--- src/rtl/psrq_pkg.sv ---
`default_nettype none
// ----------------------------------------------------------------------------
// psrq_pkg
// Shared types and constants of the packet slot ring queue.
// ----------------------------------------------------------------------------
package psrq_pkg;

    localparam int QUEUE_SLOTS_DEF = 16;
    localparam int SLOT_BYTES_DEF  = 64;

    localparam int BYTE_W       = 8;
    localparam int STORED_LEN_W = 7;
    localparam int PKT_CNT_W    = 4;

    typedef enum logic {
        CMD_ENQ = 1'b0,
        CMD_DEQ = 1'b1
    } t_cmd;

    typedef enum logic [1:0] {
        ST_OK    = 2'd0,
        ST_FULL  = 2'd1,
        ST_EMPTY = 2'd2,
        ST_TRUNC = 2'd3
    } t_status;

    typedef struct packed {
        t_status                  status;
        logic [BYTE_W-1:0]        read_byte;
        logic                     read_last;
        logic [STORED_LEN_W-1:0]  stored_length;
        logic [PKT_CNT_W-1:0]     packets_queued;
    } t_result;

endpackage
`default_nettype wire

--- src/rtl/psrq_if.sv ---
`default_nettype none


interface psrq_out_if;
    import psrq_pkg::*;

    logic                    valid;
    logic                    ready;
    t_status                 status;
    logic [BYTE_W-1:0]       read_byte;
    logic                    read_last;
    logic [STORED_LEN_W-1:0] stored_length;
    logic [PKT_CNT_W-1:0]    packets_queued;

    modport source (output valid, status, read_byte, read_last, stored_length,
                    packets_queued, input ready);
    modport sink   (input valid, status, read_byte, read_last, stored_length,
                    packets_queued, output ready);
endinterface
`default_nettype wire

--- src/rtl/psrq_out_buf.sv ---
`default_nettype none
// ----------------------------------------------------------------------------
// psrq_out_buf
// Result output register with a skid entry, so a stalled sink does not lose
// a result in flight.
// ----------------------------------------------------------------------------
module psrq_out_buf (
    input  wire logic               i_clk,
    input  wire logic               i_rst_n,
    input  wire logic               i_res_valid,
    input  wire psrq_pkg::t_result  i_res,
    output logic                    o_skid_busy,
    psrq_out_if.source              o_rsp
);
    import psrq_pkg::*;

    logic    r_out_valid;
    logic    r_skid_valid;
    t_result r_out;
    t_result r_skid;
    logic    out_free;

    assign out_free = !r_out_valid || o_rsp.ready;

    always_ff @(posedge i_clk) begin
        if (!i_rst_n) begin
            r_out_valid  <= 1'b0;
            r_skid_valid <= 1'b0;
        end else if (out_free) begin
            r_out_valid  <= r_skid_valid || i_res_valid;
            r_skid_valid <= 1'b0;
        end else if (i_res_valid) begin
            r_skid_valid <= 1'b1;
        end
    end

    always_ff @(posedge i_clk) begin
        if (out_free) begin
            r_out <= r_skid_valid ? r_skid : i_res;
        end else if (i_res_valid) begin
            r_skid <= i_res;
        end
    end

    assign o_skid_busy          = r_skid_valid;
    assign o_rsp.valid          = r_out_valid;
    assign o_rsp.status         = r_out.status;
    assign o_rsp.read_byte      = r_out.read_byte;
    assign o_rsp.read_last      = r_out.read_last;
    assign o_rsp.stored_length  = r_out.stored_length;
    assign o_rsp.packets_queued = r_out.packets_queued;

`ifndef SYNTHESIS
    a_no_overrun: assert property (@(posedge i_clk) disable iff (!i_rst_n)
        i_res_valid |-> !r_skid_valid)
        else $error("result arrived with skid entry occupied");

    a_skid_order: assert property (@(posedge i_clk) disable iff (!i_rst_n)
        r_skid_valid |-> r_out_valid)
        else $error("skid entry held without output entry");

    a_skid_drain: assert property (@(posedge i_clk) disable iff (!i_rst_n)
        (r_skid_valid && o_rsp.ready) |=> (r_out_valid && !r_skid_valid))
        else $error("skid entry not moved on transfer");
`endif

endmodule
`default_nettype wire

--- src/flat_wrapper.sv ---
// flat-port wrapper written by rule: the top's interface ports become plain ports
module psrq_out_buf_flat import psrq_pkg::*;
  (i_clk, i_rst_n, i_res_valid, i_res, o_skid_busy, o_rsp_valid, o_rsp_status, o_rsp_read_byte, o_rsp_read_last, o_rsp_stored_length, o_rsp_packets_queued, o_rsp_ready);
  psrq_out_if o_rsp_i ();
  input  wire logic i_clk;
  input  wire logic i_rst_n;
  input  wire logic i_res_valid;
  input  wire psrq_pkg::t_result i_res;
  output logic o_skid_busy;
  output wire logic [$bits(o_rsp_i.valid)-1:0] o_rsp_valid;
  output wire logic [$bits(o_rsp_i.status)-1:0] o_rsp_status;
  output wire logic [$bits(o_rsp_i.read_byte)-1:0] o_rsp_read_byte;
  output wire logic [$bits(o_rsp_i.read_last)-1:0] o_rsp_read_last;
  output wire logic [$bits(o_rsp_i.stored_length)-1:0] o_rsp_stored_length;
  output wire logic [$bits(o_rsp_i.packets_queued)-1:0] o_rsp_packets_queued;
  input wire logic [$bits(o_rsp_i.ready)-1:0] o_rsp_ready;
  assign o_rsp_valid = o_rsp_i.valid;
  assign o_rsp_status = o_rsp_i.status;
  assign o_rsp_read_byte = o_rsp_i.read_byte;
  assign o_rsp_read_last = o_rsp_i.read_last;
  assign o_rsp_stored_length = o_rsp_i.stored_length;
  assign o_rsp_packets_queued = o_rsp_i.packets_queued;
  assign o_rsp_i.ready = o_rsp_ready;
  psrq_out_buf u_core (.i_clk(i_clk), .i_rst_n(i_rst_n), .i_res_valid(i_res_valid), .i_res(i_res), .o_skid_busy(o_skid_busy), .o_rsp(o_rsp_i));
endmodule
--- config.mk ---
export PLATFORM = sky130hd
export DESIGN_NAME = psrq_out_buf_flat
export DESIGN_NICKNAME = d
export VERILOG_FILES = /design/src/rtl/psrq_pkg.sv /design/src/rtl/psrq_if.sv /design/src/rtl/psrq_out_buf.sv /design/src/flat_wrapper.sv
export SDC_FILE = /design/constraint.sdc
export NUM_CORES = 1
export LEC_CHECK = 0
export BUFFER_PORTS_ARGS = -buffer_cell sky130_fd_sc_hd__buf_2
export CELL_PAD_IN_SITES_DETAIL_PLACEMENT = 1
export CELL_PAD_IN_SITES_GLOBAL_PLACEMENT = 1
export CORE_UTILIZATION = 35
export DETAILED_ROUTE_END_ITERATION = 6
export PLACE_DENSITY_LB_ADDON = 0.15
export SKIP_CTS_REPAIR_TIMING = 1
export SLEW_MARGIN = 20
export SYNTH_ARGS = -nofsm -noshare
export SYNTH_HDL_FRONTEND = slang
export SYNTH_SLANG_ARGS = --single-unit
--- constraint.sdc ---
create_clock -name i_clk -period 4.82 [get_ports i_clk]
set_input_delay 0.241 -clock i_clk [delete_from_list [all_inputs] [get_ports i_clk]]
set_output_delay 0.241 -clock i_clk [all_outputs]
set_load 0.02 [all_outputs]
======== Yosys cells after proc, flatten, opt, wreduce, memory -nomap -nowiden ========
Cells that the tools add are included.
storage, ports and cells
  output and inout bits ................... 24
  word-level logic and storage cells ...... 20
  input bits .............................. 26
  register bits after elaboration ......... 46
cells by class
  mux-type cells .......................... 1
  reductions and logical operators ........ 5
  bitwise logic cells ..................... 2
operator list
  kind                 count
  22-bit 2-to-1 mux    1
  1-bit logical OR     2
  1-bit NOT            2
  2-bit AND reduction  1
  2-bit OR reduction   1
  1-bit zero test      1

======== Longest topological paths before layout ========
  depth in word-level cells ............... 4
  gate-level depth with buffers ........... 3
  mapped depth without buffers ............ 2

======== Worst setup path before layout ========
Ideal clock, no wire load.
  kind .................................... register to register
  from .................................... register u_core.r_out_valid (netlist: u_core.o_rsp.valid)
  to ...................................... register u_core.r_skid[0] (netlist bit), enable pin
  arrival ................................. 2.065 ns
  data required time ...................... 4.419 ns
  setup time .............................. 0.401 ns
  path slack .............................. 2.354 ns
  period minus slack after synthesis ...... 2.466 ns
  path buffers ............................ 0
  stages on the path, launching flop included .. 3
  cells stage by stage .................... dfxtp_1 -> nand2b_1 -> nor2_1
between the ends
  word-level cells in the longest chain between the ends .. 4
ends and longest elaborated chain
  element                               line                text
  start: declaration                    psrq_out_buf.sv:17  logic r_out_valid;
  start signal: assignment              psrq_out_buf.sv:30  r_out_valid <= r_skid_valid || i_res_valid;
  1-bit zero test                       psrq_out_buf.sv:23  assign out_free = !r_out_valid || o_rsp.ready;
  1-bit logical OR                      psrq_out_buf.sv:23
  net u_core.out_free                   psrq_out_buf.sv:21  logic out_free;
  1-bit NOT (no source line)            -
  2-bit AND reduction (no source line)  -
  end signal: assignment                psrq_out_buf.sv:41  r_skid <= i_res;
  end: declaration                      psrq_out_buf.sv:20  t_result r_skid;
The timed path passes the listed nets, and every way through them passes these cells.
A chain may end at the register's enable or synchronous reset.

======== Worst setup path after layout ========
  from .................................... register u_core.r_out_valid (netlist: u_core.o_rsp.valid)
  to ...................................... register u_core.r_skid[4] (netlist bit), enable pin
Same word-level chain as after synthesis.

==> flow_metrics.env <==
export IMPL_outcome="finished, violations left"
export IMPL_violations="DRC"
export IMPL_n_antenna_cell=0
export IMPL_power_density_nw_per_um2=390
export IMPL_vias=857
export IMPL_yosysSeqAreaShare=0.814
export IMPL_cp_end_kind="flip-flop"
export IMPL_fin_setup_tns_ns=0
export IMPL_grt_overflow=0
export IMPL_drc=2
export IMPL_ys_ff_latch=46
export IMPL_crit_start="u_core.o_rsp.valid"
export IMPL_final_setup_viol_count=0
export IMPL_holdWs_ns=0.129
export IMPL_die_area_um2=5060
export IMPL_tightest_slew_ns=0.608
export IMPL_cap_violations=0
export IMPL_grt_antenna_before_repair=0
export IMPL_h_tree_depth=2
export IMPL_die_h_um=71.1
export IMPL_timing_rr_start="u_core.o_rsp.valid"
export IMPL_hold_depth=1
export IMPL_grt_usage=0.125
export IMPL_worstReg2RegEnd="u_core.r_skid[4]"
export IMPL_finClkSkew_ns=0.00505
export IMPL_slew_headroom=0.594
export IMPL_grt_max_degree=26
export IMPL_grt_pass1_wl_um=4660
export IMPL_ir_worst_vdd_mv=0.169
export IMPL_p_leak_uw=0.000795
export IMPL_nets=158
export IMPL_yosysTopAreaCellShare=0.790
export IMPL_io_pins=50
export IMPL_required_ns=4.82
export IMPL_die_x_um=71.1
export IMPL_grt_pass1_vias=887
export IMPL_crit_path_end="u_core.r_skid[4]"
export IMPL_cts_sinks=46
export IMPL_stdcell_count=185
export IMPL_dp_hpwl_um=1930
export IMPL_clk_path_buf_depth=2
export IMPL_core_area_um2=4470
export IMPL_root_buffer="clkbuf_8"
export IMPL_syn_inst=76
export IMPL_worstSetupPathType="reg -> reg"
export IMPL_finalCritPeriodShare=0.364
export IMPL_clock_fmax_mhz=571
export IMPL_area_delta_synth_final_pct=25.1
export IMPL_post_route_min_period_ns=1.75
export IMPL_hold_viol=0
export IMPL_layout_common_cells="49 x buf_2, 44 x edfxtp_1, 22 x mux2_2"
export IMPL_drive_above_1_share=0.639
export IMPL_worstSetupStartpointType="flip-flop"
export IMPL_core_rowCount=24
export IMPL_routedWlPerCell_um=15.2
export IMPL_grt_util_met1=0.156
export IMPL_yosysTopAreaCell="edfxtp_1"
export IMPL_slew_viol_final=0
export IMPL_final_common_cell="buf_2"
export IMPL_globalRouteMet2Util=0.201
export IMPL_syn_cell_area_um2=1670
export IMPL_place_congestion=0.616
export IMPL_via_per_inst=4.63
export IMPL_ant_nets=0
export IMPL_path_clk_slew_ns=0.09
export IMPL_holdCritPathClass="in -> reg"
export IMPL_grt_busiest_layer="met2"
export IMPL_rsz0062_at_grt="false"
export IMPL_synthTopCellsByArea="edfxtp_1 79%, mux2_2 15%, dfxtp_1 2.4%"
export IMPL_post_place_cells=177
export IMPL_insertion_delay_ns=0.29
export IMPL_synth_nets=102
export IMPL_initial_utilization=0.374
export IMPL_utilization=0.468
export IMPL_synth_cell_type_count=10
export IMPL_syn_avg_cell_area_um2=22.0
export IMPL_ys_warn_count=0
export IMPL_worst_r2r_cell_count=4
export IMPL_use_met3=0.0413
export IMPL_rrSetupSlack_ns=3.07
export IMPL_cts_tree="built"
export IMPL_numCtsBuffers=5
export IMPL_wirelength_um=2810
export IMPL_port_buffers=49
export IMPL_worst_ep_arrival_time_ns=1.75
export IMPL_drt_pass1_iterations=6
export IMPL_drt_iter0_markers=19
export IMPL_cp_max_fo=25
==> area by class of cell <==
type                            instances  area, µm²
Multi-Input combinational cell         27        287
Tap cell                               52       65.1
Clock buffer                            5       68.8
Clock inverter                          3       45.0
Timing Repair Buffer                   51        260
Fill cell                             436       2380
Inverter                                1       3.75
Sequential cell                        46       1360
==> critical path: stages (launching register included) <==
cell and delay [ns]:
dfxtp_1 0.34, nand2b_1 0.06, buf_4 0.24, nor2_2 0.51, buf_4 0.31
==> synth_stat cells <==
cell and number:
mux2_2 22, edfxtp_1 44, nand2b_1 1, a21boi_1 1, nor3b_2 1, buf_6 2
nor2_1 1, dfxtp_1 2, inv_1 1, nor2_2 1
==> flip-flops by register name, summed over array words and instances, names as in the netlist <==
name,flops
u_core.o_rsp.read_last,1
u_core.o_rsp.valid,1
u_core.o_rsp.read_byte,8
u_core.r_skid,22
u_core.o_skid_busy,1
u_core.o_rsp.stored_length,7
u_core.o_rsp.packets_queued,4
u_core.o_rsp.status,2
==> logic make-up (layout without fill, tap and decap cells) <==
| logic type | count (synthesis) | after routing | synth area share |
|---|---|---|---|
| AO/OA/AOI/OAI | 1 | 1 | 0.00449 |
| flip-flops | 46 | 46 | 0.814 |
| AND/OR/NAND/NOR | 4 | 4 | 0.0172 |
| buffers and inverters | 3 | 60 | 0.0157 |
| multiplexers | 22 | 22 | 0.148 |
==> worst min path at each step <==
stage	endpoint	startpoint
finish	u_core.r_skid[19]	i_res[19]
detailed placement	u_core.r_skid[17]	i_res[17]
global placement	u_core.r_skid[15]	i_res[15]
global route	u_core.r_skid[19]	i_res[19]
CTS	u_core.r_skid[19]	i_res[19]
floorplan	u_core.r_skid[0]	i_res[0]
==> metal layers <==
| layer | up-vias | wire [µm] |
|---|---|---|
| met4 | 0 | 42 |
| met1 | 411 | 1240 |
| met3 | 6 | 176 |
| li1 | 407 | - |
| met5 | - | 0 |
| met2 | 33 | 1350 |
==> metrics by stage <==
stage	instance area (µm²)	setup slack (ns)	power (µW)
finish	2090	3.07	815
global route	2090	2.91	843
CTS	2090	2.86	826
detailed placement	1980	2.92	544
global placement	1980	3.00	542
floorplan	1670	2.35	512
==> power breakdown <==
part / leakage, µW / total (µW) / internal, µW / switching (µW)
registers: 0.000445 / 466 / 460 / 6.38
clock network: 0.0000504 / 283 / 154 / 128
logic: 0.000300 / 67.0 / 27.9 / 39.1
total: 0.000795 / 815 / 642 / 174
Note: power is estimated with default switching activity, not from simulation.
