### config.mk
export PLATFORM = sky130hd
export DESIGN_NAME = psrq_ctrl_flat
export DESIGN_NICKNAME = d
export VERILOG_FILES = /design/src/rtl/psrq_pkg.sv /design/src/rtl/psrq_if.sv /design/src/rtl/psrq_ctrl.sv /design/src/flat_wrapper.sv
export SDC_FILE = /design/constraint.sdc
export NUM_CORES = 1
export LEC_CHECK = 0
export BUFFER_PORTS_ARGS = -buffer_cell sky130_fd_sc_hd__buf_2
export CORE_MARGIN = 5
export CORE_UTILIZATION = 25
export DETAILED_ROUTE_END_ITERATION = 16
export GPL_TIMING_DRIVEN = 1
export PLACE_DENSITY = 0.6
export SLEW_MARGIN = 30
export SYNTH_ARGS = -nofsm -noshare
export SYNTH_HDL_FRONTEND = slang
export SYNTH_SLANG_ARGS = --single-unit
### constraint.sdc
create_clock -name i_clk -period 8.95 [get_ports i_clk]
set_input_delay 0.4475 -clock i_clk [delete_from_list [all_inputs] [get_ports i_clk]]
set_output_delay 0.4475 -clock i_clk [all_outputs]
set_load 0.005 [all_outputs]
### src/rtl/psrq_pkg.sv
`default_nettype none
// ----------------------------------------------------------------------------
// psrq_pkg
// Shared types and constants of the packet slot ring queue.
// ----------------------------------------------------------------------------
package psrq_pkg;

    localparam int QUEUE_SLOTS_DEF = 16;
    localparam int SLOT_BYTES_DEF  = 64;

    localparam int BYTE_W       = 8;
    localparam int STORED_LEN_W = 7;
    localparam int PKT_CNT_W    = 4;

    typedef enum logic {
        CMD_ENQ = 1'b0,
        CMD_DEQ = 1'b1
    } t_cmd;

    typedef enum logic [1:0] {
        ST_OK    = 2'd0,
        ST_FULL  = 2'd1,
        ST_EMPTY = 2'd2,
        ST_TRUNC = 2'd3
    } t_status;

    typedef struct packed {
        t_status                  status;
        logic [BYTE_W-1:0]        read_byte;
        logic                     read_last;
        logic [STORED_LEN_W-1:0]  stored_length;
        logic [PKT_CNT_W-1:0]     packets_queued;
    } t_result;

endpackage
`default_nettype wire

### src/rtl/psrq_if.sv
`default_nettype none
// ----------------------------------------------------------------------------
// psrq_in_if / psrq_out_if
// Valid/ready channels carrying queue commands in and per-command results out.
// ----------------------------------------------------------------------------
interface psrq_in_if;
    import psrq_pkg::*;

    logic              valid;
    logic              ready;
    t_cmd              command;
    logic [BYTE_W-1:0] data_byte;
    logic              last_byte;

    modport source (output valid, command, data_byte, last_byte, input ready);
    modport sink   (input valid, command, data_byte, last_byte, output ready);
endinterface

`default_nettype wire

### src/rtl/psrq_ctrl.sv
`default_nettype none
// ----------------------------------------------------------------------------
// psrq_ctrl
// Command sequencer: issues the slot read, then updates head/tail/offsets,
// writes the byte and committed length, and forms the result.
// ----------------------------------------------------------------------------
module psrq_ctrl #(
    parameter int   QUEUE_SLOTS = psrq_pkg::QUEUE_SLOTS_DEF,
    parameter int   SLOT_BYTES  = psrq_pkg::SLOT_BYTES_DEF,
    localparam int  SLOT_W      = $clog2(QUEUE_SLOTS),
    localparam int  LEN_W       = $clog2(SLOT_BYTES + 1),
    localparam int  ADDR_W      = $clog2(QUEUE_SLOTS * SLOT_BYTES)
) (
    input  wire logic                          i_clk,
    input  wire logic                          i_rst_n,
    psrq_in_if.sink                            i_req,
    input  wire logic                          i_skid_busy,
    output logic                               o_res_valid,
    output psrq_pkg::t_result                  o_res,
    output logic                               o_rd_en,
    output logic      [ADDR_W-1:0]             o_byte_raddr,
    output logic      [SLOT_W-1:0]             o_len_raddr,
    input  wire logic [psrq_pkg::BYTE_W-1:0]   i_byte_rdata,
    input  wire logic [LEN_W-1:0]              i_len_rdata,
    output logic                               o_byte_we,
    output logic      [ADDR_W-1:0]             o_byte_waddr,
    output logic      [psrq_pkg::BYTE_W-1:0]   o_byte_wdata,
    output logic                               o_len_we,
    output logic      [SLOT_W-1:0]             o_len_waddr,
    output logic      [LEN_W-1:0]              o_len_wdata
);
    import psrq_pkg::*;

    localparam int OFF_W = (SLOT_BYTES > 1) ? $clog2(SLOT_BYTES) : 1;
    localparam int CMP_W = LEN_W + 1;
    localparam int CNT_W = SLOT_W + 1;

    typedef enum logic {
        S_IDLE,
        S_EXEC
    } t_state;

    t_state             r_state,   n_state;
    logic [SLOT_W-1:0]  r_head,    n_head;
    logic [SLOT_W-1:0]  r_tail,    n_tail;
    logic [LEN_W-1:0]   r_wr_off,  n_wr_off;
    logic [OFF_W-1:0]   r_rd_off,  n_rd_off;
    logic               r_dropping, n_dropping;
    t_cmd               r_cmd,     n_cmd;
    logic [BYTE_W-1:0]  r_data,    n_data;
    logic               r_last,    n_last;

    logic               accept;
    logic               first;
    logic               full;
    logic               drop;
    logic               room;
    logic [LEN_W-1:0]   wr_inc;
    logic               empty;
    logic               rd_end;
    logic [CNT_W-1:0]   cnt;

    function automatic logic [SLOT_W-1:0] f_next(input logic [SLOT_W-1:0] idx);
        f_next = (idx == SLOT_W'(QUEUE_SLOTS - 1)) ? '0 : idx + 1'b1;
    endfunction

    assign i_req.ready = (r_state == S_IDLE) && !i_skid_busy;
    assign accept      = i_req.valid && i_req.ready;

    // head and read offset do not move between the read and its use
    assign o_rd_en      = accept;
    assign o_byte_raddr = ADDR_W'(r_head) * ADDR_W'(SLOT_BYTES) + ADDR_W'(r_rd_off);
    assign o_len_raddr  = r_head;

    assign first  = (r_wr_off == '0) && !r_dropping;
    assign full   = (f_next(r_tail) == r_head);
    assign drop   = r_dropping || (first && full);
    assign room   = (r_wr_off < LEN_W'(SLOT_BYTES));
    assign wr_inc = room ? r_wr_off + 1'b1 : r_wr_off;
    assign empty  = (r_head == r_tail);
    assign rd_end = (CMP_W'(r_rd_off) + 1'b1) >= CMP_W'(i_len_rdata);

    assign o_byte_waddr = ADDR_W'(r_tail) * ADDR_W'(SLOT_BYTES) + ADDR_W'(r_wr_off);
    assign o_byte_wdata = r_data;
    assign o_len_waddr  = r_tail;
    assign o_len_wdata  = wr_inc;

    always_comb begin
        n_state    = r_state;
        n_head     = r_head;
        n_tail     = r_tail;
        n_wr_off   = r_wr_off;
        n_rd_off   = r_rd_off;
        n_dropping = r_dropping;
        n_cmd      = r_cmd;
        n_data     = r_data;
        n_last     = r_last;
        o_byte_we  = 1'b0;
        o_len_we   = 1'b0;

        o_res.status         = ST_OK;
        o_res.read_byte      = '0;
        o_res.read_last      = 1'b0;
        o_res.stored_length  = '0;

        case (r_state)
            S_IDLE: begin
                if (accept) begin
                    n_state = S_EXEC;
                    n_cmd   = i_req.command;
                    n_data  = i_req.data_byte;
                    n_last  = i_req.last_byte;
                end
            end
            S_EXEC: begin
                n_state = S_IDLE;
                if (r_cmd == CMD_ENQ) begin
                    if (drop) begin
                        // whole packet discarded once the first byte found no room
                        o_res.status = ST_FULL;
                        n_dropping   = !r_last;
                    end else begin
                        if (room) begin
                            o_byte_we = 1'b1;
                        end else begin
                            o_res.status = ST_TRUNC;
                        end
                        n_wr_off = wr_inc;
                        if (r_last) begin
                            o_len_we            = 1'b1;
                            o_res.stored_length = STORED_LEN_W'(wr_inc);
                            n_tail              = f_next(r_tail);
                            n_wr_off            = '0;
                        end
                    end
                end else begin
                    if (empty) begin
                        o_res.status = ST_EMPTY;
                    end else begin
                        o_res.read_byte     = i_byte_rdata;
                        o_res.stored_length = STORED_LEN_W'(i_len_rdata);
                        if (rd_end) begin
                            o_res.read_last = 1'b1;
                            n_rd_off        = '0;
                            n_head          = f_next(r_head);
                        end else begin
                            n_rd_off = r_rd_off + 1'b1;
                        end
                    end
                end
            end
            default: begin
                n_state = S_IDLE;
            end
        endcase

        if (n_tail >= n_head) begin
            cnt = CNT_W'(n_tail) - CNT_W'(n_head);
        end else begin
            cnt = CNT_W'(n_tail) + CNT_W'(QUEUE_SLOTS) - CNT_W'(n_head);
        end
        o_res.packets_queued = PKT_CNT_W'(cnt);
    end

    assign o_res_valid = (r_state == S_EXEC);

    always_ff @(posedge i_clk) begin
        if (!i_rst_n) begin
            r_state    <= S_IDLE;
            r_head     <= '0;
            r_tail     <= '0;
            r_wr_off   <= '0;
            r_rd_off   <= '0;
            r_dropping <= 1'b0;
        end else begin
            r_state    <= n_state;
            r_head     <= n_head;
            r_tail     <= n_tail;
            r_wr_off   <= n_wr_off;
            r_rd_off   <= n_rd_off;
            r_dropping <= n_dropping;
        end
        r_cmd  <= n_cmd;
        r_data <= n_data;
        r_last <= n_last;
    end

`ifndef SYNTHESIS
    a_wr_off_bound: assert property (@(posedge i_clk) disable iff (!i_rst_n)
        r_wr_off <= LEN_W'(SLOT_BYTES))
        else $error("write offset past slot size");

    a_slot_free: assert property (@(posedge i_clk) disable iff (!i_rst_n)
        (r_tail != $past(r_tail)) |-> (r_tail != r_head))
        else $error("tail advanced onto head");

    a_empty_hold: assert property (@(posedge i_clk) disable iff (!i_rst_n)
        (r_state == S_EXEC && r_cmd == CMD_DEQ && r_head == r_tail)
        |=> ($stable(r_head) && $stable(r_rd_off)))
        else $error("read state moved on empty queue");

    a_write_src: assert property (@(posedge i_clk) disable iff (!i_rst_n)
        o_byte_we |-> (r_state == S_EXEC && r_cmd == CMD_ENQ && !r_dropping))
        else $error("byte write outside an accepted enqueue");
`endif

endmodule
`default_nettype wire

### src/flat_wrapper.sv
// flat-port wrapper written by rule: the top's interface ports become plain ports
module psrq_ctrl_flat import psrq_pkg::*;
#(
    parameter int   QUEUE_SLOTS = psrq_pkg::QUEUE_SLOTS_DEF,
    parameter int   SLOT_BYTES  = psrq_pkg::SLOT_BYTES_DEF,
    localparam int  SLOT_W      = $clog2(QUEUE_SLOTS),
    localparam int  LEN_W       = $clog2(SLOT_BYTES + 1),
    localparam int  ADDR_W      = $clog2(QUEUE_SLOTS * SLOT_BYTES)
)
  (i_clk, i_rst_n, i_skid_busy, o_res_valid, o_res, o_rd_en, o_byte_raddr, o_len_raddr, i_byte_rdata, i_len_rdata, o_byte_we, o_byte_waddr, o_byte_wdata, o_len_we, o_len_waddr, o_len_wdata, i_req_valid, i_req_command, i_req_data_byte, i_req_last_byte, i_req_ready);
  psrq_in_if i_req_i ();
  input  wire logic i_clk;
  input  wire logic i_rst_n;
  input  wire logic i_skid_busy;
  output logic o_res_valid;
  output psrq_pkg::t_result o_res;
  output logic o_rd_en;
  output logic      [ADDR_W-1:0] o_byte_raddr;
  output logic      [SLOT_W-1:0] o_len_raddr;
  input  wire logic [psrq_pkg::BYTE_W-1:0] i_byte_rdata;
  input  wire logic [LEN_W-1:0] i_len_rdata;
  output logic o_byte_we;
  output logic      [ADDR_W-1:0] o_byte_waddr;
  output logic      [psrq_pkg::BYTE_W-1:0] o_byte_wdata;
  output logic o_len_we;
  output logic      [SLOT_W-1:0] o_len_waddr;
  output logic      [LEN_W-1:0] o_len_wdata;
  input wire logic [$bits(i_req_i.valid)-1:0] i_req_valid;
  input wire logic [$bits(i_req_i.command)-1:0] i_req_command;
  input wire logic [$bits(i_req_i.data_byte)-1:0] i_req_data_byte;
  input wire logic [$bits(i_req_i.last_byte)-1:0] i_req_last_byte;
  output wire logic [$bits(i_req_i.ready)-1:0] i_req_ready;
  assign i_req_i.valid = i_req_valid;
  assign i_req_i.command = i_req_command;
  assign i_req_i.data_byte = i_req_data_byte;
  assign i_req_i.last_byte = i_req_last_byte;
  assign i_req_ready = i_req_i.ready;
  psrq_ctrl #(.QUEUE_SLOTS(QUEUE_SLOTS), .SLOT_BYTES(SLOT_BYTES)) u_core (.i_clk(i_clk), .i_rst_n(i_rst_n), .i_req(i_req_i), .i_skid_busy(i_skid_busy), .o_res_valid(o_res_valid), .o_res(o_res), .o_rd_en(o_rd_en), .o_byte_raddr(o_byte_raddr), .o_len_raddr(o_len_raddr), .i_byte_rdata(i_byte_rdata), .i_len_rdata(i_len_rdata), .o_byte_we(o_byte_we), .o_byte_waddr(o_byte_waddr), .o_byte_wdata(o_byte_wdata), .o_len_we(o_len_we), .o_len_waddr(o_len_waddr), .o_len_wdata(o_len_wdata));
endmodule
# [Word-level counts from Yosys, hierarchy flattened]
# Index checks and enable logic that the tools add are counted.
[classes] add_sub_neg=10 magnitude_cmp=3 n_eq_ne=4 n_mux=35 n_bitwise=4 n_reduce_logical=13
[op_table] operator="4-bit 2-to-1 mux" count=11
[op_table] operator="7-bit 2-to-1 mux" count=5
[op_table] operator="18-bit 2-to-1 mux" count=1
[op_table] operator="16-bit 2-to-1 mux" count=1
[op_table] operator="4-bit by 1-bit adder with 4-bit output (second input constant)" count=3
[op_table] operator="10-bit by 6-bit adder with 10-bit output" count=1
[op_table] operator="10-bit by 7-bit adder with 10-bit output" count=1
[op_table] operator="1-bit 2-to-1 mux" count=10
[op_table] operator="9-bit 2-to-1 mux" count=1
[op_table] operator="3-bit AND reduction" count=3
[op_table] operator="4-bit equality test" count=2
[op_table] operator="4-bit equality test (second input constant)" count=2
[op_table] operator="8-bit by 7-bit >= comparator with 1-bit output" count=1
[op_table] operator="2-bit 2-to-1 mux" count=4
[op_table] operator="4-bit subtractor" count=2
[op_table] operator="6-bit by 1-bit adder with 7-bit output (second input constant)" count=1
[op_table] operator="7-bit by 1-bit adder with 7-bit output (second input constant)" count=1
[op_table] operator="7-bit zero test" count=1
[op_table] operator="7-bit < comparator (second input constant)" count=1
[op_table] operator="6-bit by 1-bit adder with 6-bit output (second input constant)" count=1
[op_table] operator="6-bit 2-to-1 mux" count=1
[op_table] operator="4-bit >= comparator" count=1
[op_table] operator="1-bit logical AND" count=4
[op_table] operator="1-bit inverter" count=4
[op_table] operator="4 further kinds" count=6
[word_totals] regBits=33 in_bits=29 output_inout_bits=70 elab_cells=78

# [Logic depth before layout (Yosys ltp)]
[logic_depth] ltp_word=11 mapped_depth=16 depth_no_buf=16

# [Worst setup path before layout]
# No wires, ideal clock.
[synth_path] path_kind="register to output" startpoint="reg u_core.r_rd_off[0]" endpoint="out o_res[3] (netlist bit)" t_arrival_ps=3264 required_ps=8503 setup_slack_ps=5239 path_stages_with_launch=16 cell_sequence="dfxtp_1 ha_1 nand3_1 inv_1 and3_1 ha_1 and3_1 a221oi_1 o21ai_1 nand2_1 mux2i_1 ha_1 a21o_1 a21oi_1 xor2_1 xnor2_1"
[synth_rtl] element="start: declaration" line_no="psrq_ctrl.sv:47" source="logic [OFF_W-1:0] r_rd_off, n_rd_off;"
[synth_rtl] element="start signal: assignment" line_no="psrq_ctrl.sv:180" source="r_rd_off <= n_rd_off;"
[synth_rtl] element="end: declaration" line_no="flat_wrapper.sv:16" source="output psrq_pkg::t_result o_res;"

==> metrics.yaml <==
global_route:
  antenna_found_initial: 0
  overflow: 0
  grt_first_pass_wirelength_mm: 10.3
  grt_util_all_layers: 0.113
  grt_pass1_vias: 2038
  grt_max_degree: 18
routing:
  met3_length_um: 538
  routed.top_layer: "met4"
  first_pass_iters: 4
  drtIter0Drc: 65
  wl_per_cell_um: 14.3
  route.detailed.drc: 0
  via_per_inst: 4.64
  met1_length_mm: 2.84
  detail-route-antenna-nets: 0
  wirelength_mm: 6.44
  vias: 2089
  wl_met2_mm: 3.01
die:
  io_pins: 99
  rows: 34
  initial_core_util: 0.258
  die_x_um: 105
  die-area_um2: 11100
  core-area_um2: 8760
  die_h_um: 105
critical_path:
  timing.rr.end: "u_core.o_len_raddr[0]$_SDFF_PN0_"
  r2r_start: "u_core.r_rd_off[2]$_SDFFE_PN0P_"
  startpoint: "u_core.r_rd_off[0]$_SDFFE_PN0P_"
  arrival_ps: 4010
  r2r_cells: 11
  setup.worst_path.start_class: "register"
  path_class: "register to output pin"
  cp_max_fo: 9
  r2r_slack_ps: 6100
  critPathRequiredTime_ps: 8500
  endpoint_kind: "output pin"
  endpoint: "o_res[3]"
clocking:
  clk_path_buf_depth: 2
  cts-root-buf: "clkbuf_8"
  cts_sinks: 33
  htree_levels: 2
  tritoncts: "done"
  postCtsHoldBufs: 0
  cts_inserted_buffers: 5
  clkSlewWorstSetupHoldPaths_ps: 80
  cts_resized: 0
  post-cts-setup-buffer-count: 0
  clk_latency_ps: 290
finish:
  multiInputGateArea_um2: 1290
  antenna_cells: 0
  nNetsFinal: 388
  seq_area_um2: 761
  area_growth_pct: 26.5
  fillCellCount: 941
  drive_above_1_share: 0.336
  fin_area_um2: 2870
yosys:
  synth.area.top_cells: "dfxtp_1 20%, edfxtp_1 13%, ha_1 9.4%"
  syn_inst: 256
  synth_enable_flop_cells: 10
  syn_nets: 303
  ys_types: 44
  yosysMostFrequentCell: "dfxtp_1"
  synth.top_cell.area_share: 0.203
  ys_seq_elements: 33
  avgSynthCellArea_um2: 8.85
  syn_area_um2: 2260
  synth-main-ff-cell: "dfxtp_1"
  synth_top_cells_by_count: "23 x dfxtp_1, 20 x nand2_1, 20 x nor2_1"
  synth_top_cell_by_area: "dfxtp_1"
  synth-async-reset-ratio: 0
  synth_seq_area_share: 0.336
  synth_warnings: 0
power_and_ir_drop:
  ir_worst_vdd_v: 0.0000515
  p_leak_nw: 1.45
  power.density_nw_per_um2: 113
status:
  status: "completed"
sta:
  rsz0062_at_grt: "false"
  hold_viol_final: 0
  slew_viol_final: 0
  min_period_ps: 4450
  fmax_ghz: 0.225
  setup_viol: 0
  fin_worst_skew_ps: 5.24
  max-slew-margin-rel: 0.423
  min_period_over_period: 0.498
  hold-worst-slack_ps: 330
  tns_ps: 0
  max_slew.worst_pin.slew_ps: 864
placement:
  place_congestion: 0.873
  hpwl_mm: 5.23
  port_buffers: 98
  postPlaceCellArea_um2: 2750
min_path:
  worstHoldPathType: "input port to register"
  min_from: "i_req_data_byte[5]"
flow_run:
  cap_violations: 0
[critical path, cell delays in order (launching register included)]
cell     delay (ps)
dfxtp_1         360
ha_1            260
nand3_1         160
inv_1            70
and3_1          180
ha_1            280
and3_1          180
nand2_1          60
o21ai_1         480
nand2_1         230
mux2i_1         370
ha_1            290
a21o_1          170
a21oi_1         180
xor2_1          190
xnor2_1         130
buf_2           130
[stage by stage]
step                worst slack, ps  std cells  power, mW  utilization
global route                   4160        450      0.338        0.327
CTS                            4450        450      0.328        0.327
floorplan                      5240        256      0.171            -
global placement               4920        442      0.183        0.314
finish                         4500        450      0.325        0.327
detailed placement             4780        442      0.183        0.314
[logic make-up after synthesis]
family,Yosys count,share of synthesized area
adder cells (fa/ha/maj),18,0.103
multiplexers,7,0.0326
AND/OR/NAND/NOR,88,0.193
AO/OA/AOI/OAI,47,0.144
XOR/XNOR,24,0.0989
flip-flops,33,0.336
buffers and inverters,39,0.0934
[layout by cell type, fill, tap and decap left out, types with 6 or more instances in the layout]
cell	count
a21oi_1	7
and2_1	16
and3_1	6
buf_2	98
dfxtp_1	23
edfxtp_1	10
ha_1	17
inv_1	19
nand2_1	20
nand3_1	12
nor2_1	20
o21ai_0	15
xnor2_1	15
xor2_1	8
[routing by layer]
| metal | GRT usage | up-vias |
|---|---|---|
| met5 | 0 | - |
| met4 | 0.0228 | 0 |
| met3 | 0.0432 | 5 |
| met2 | 0.191 | 74 |
| met1 | 0.138 | 963 |
| li1 | - | 1047 |
[area by class of cell]
cell class | instances | area share
inverters | 19 | 0.0249
repair buffers | 98 | 0.171
clock buffers | 5 | 0.0240
flip-flops and latches | 33 | 0.266
multi-input cells | 184 | 0.451
clock inverters | 3 | 0.0162
well taps | 108 | 0.0472
[where the power goes]
part / switching [mW] / internal [mW] / leakage (nW) / total, mW
clock: 0.0619 / 0.0834 / 0.0543 / 0.145
sequential: 0.00153 / 0.157 / 0.279 / 0.158
combinational: 0.0116 / 0.00957 / 1.12 / 0.0212
total: 0.0751 / 0.249 / 1.45 / 0.325
[flip-flops by register name, indices dropped and copies added (netlist names)]
signal,flops
u_core.r_last,1
u_core.r_rd_off,6
u_core.r_cmd,1
u_core.o_len_waddr,4
u_core.r_dropping,1
u_core.r_wr_off,7
u_core.o_len_raddr,4
u_core.o_res_valid,1
u_core.o_byte_wdata,8
[worst min path at each step]
stage	endpoint	slack, ps	cells past startpoint
2_1_floorplan	u_core.r_wr_off[5]$_SDFFE_PN0P_	490	2
3_3_place_gp	u_core.r_rd_off[5]$_SDFFE_PN0P_	500	2
3_5_place_dp	u_core.r_rd_off[5]$_SDFFE_PN0P_	510	2
4_1_cts	u_core.o_byte_wdata[6]$_DFFE_PP_	320	1
5_1_grt	u_core.o_byte_wdata[2]$_DFFE_PP_	300	1
6_report	u_core.o_byte_wdata[5]$_DFFE_PP_	330	1
Note: power is estimated with default switching activity, not from simulation.
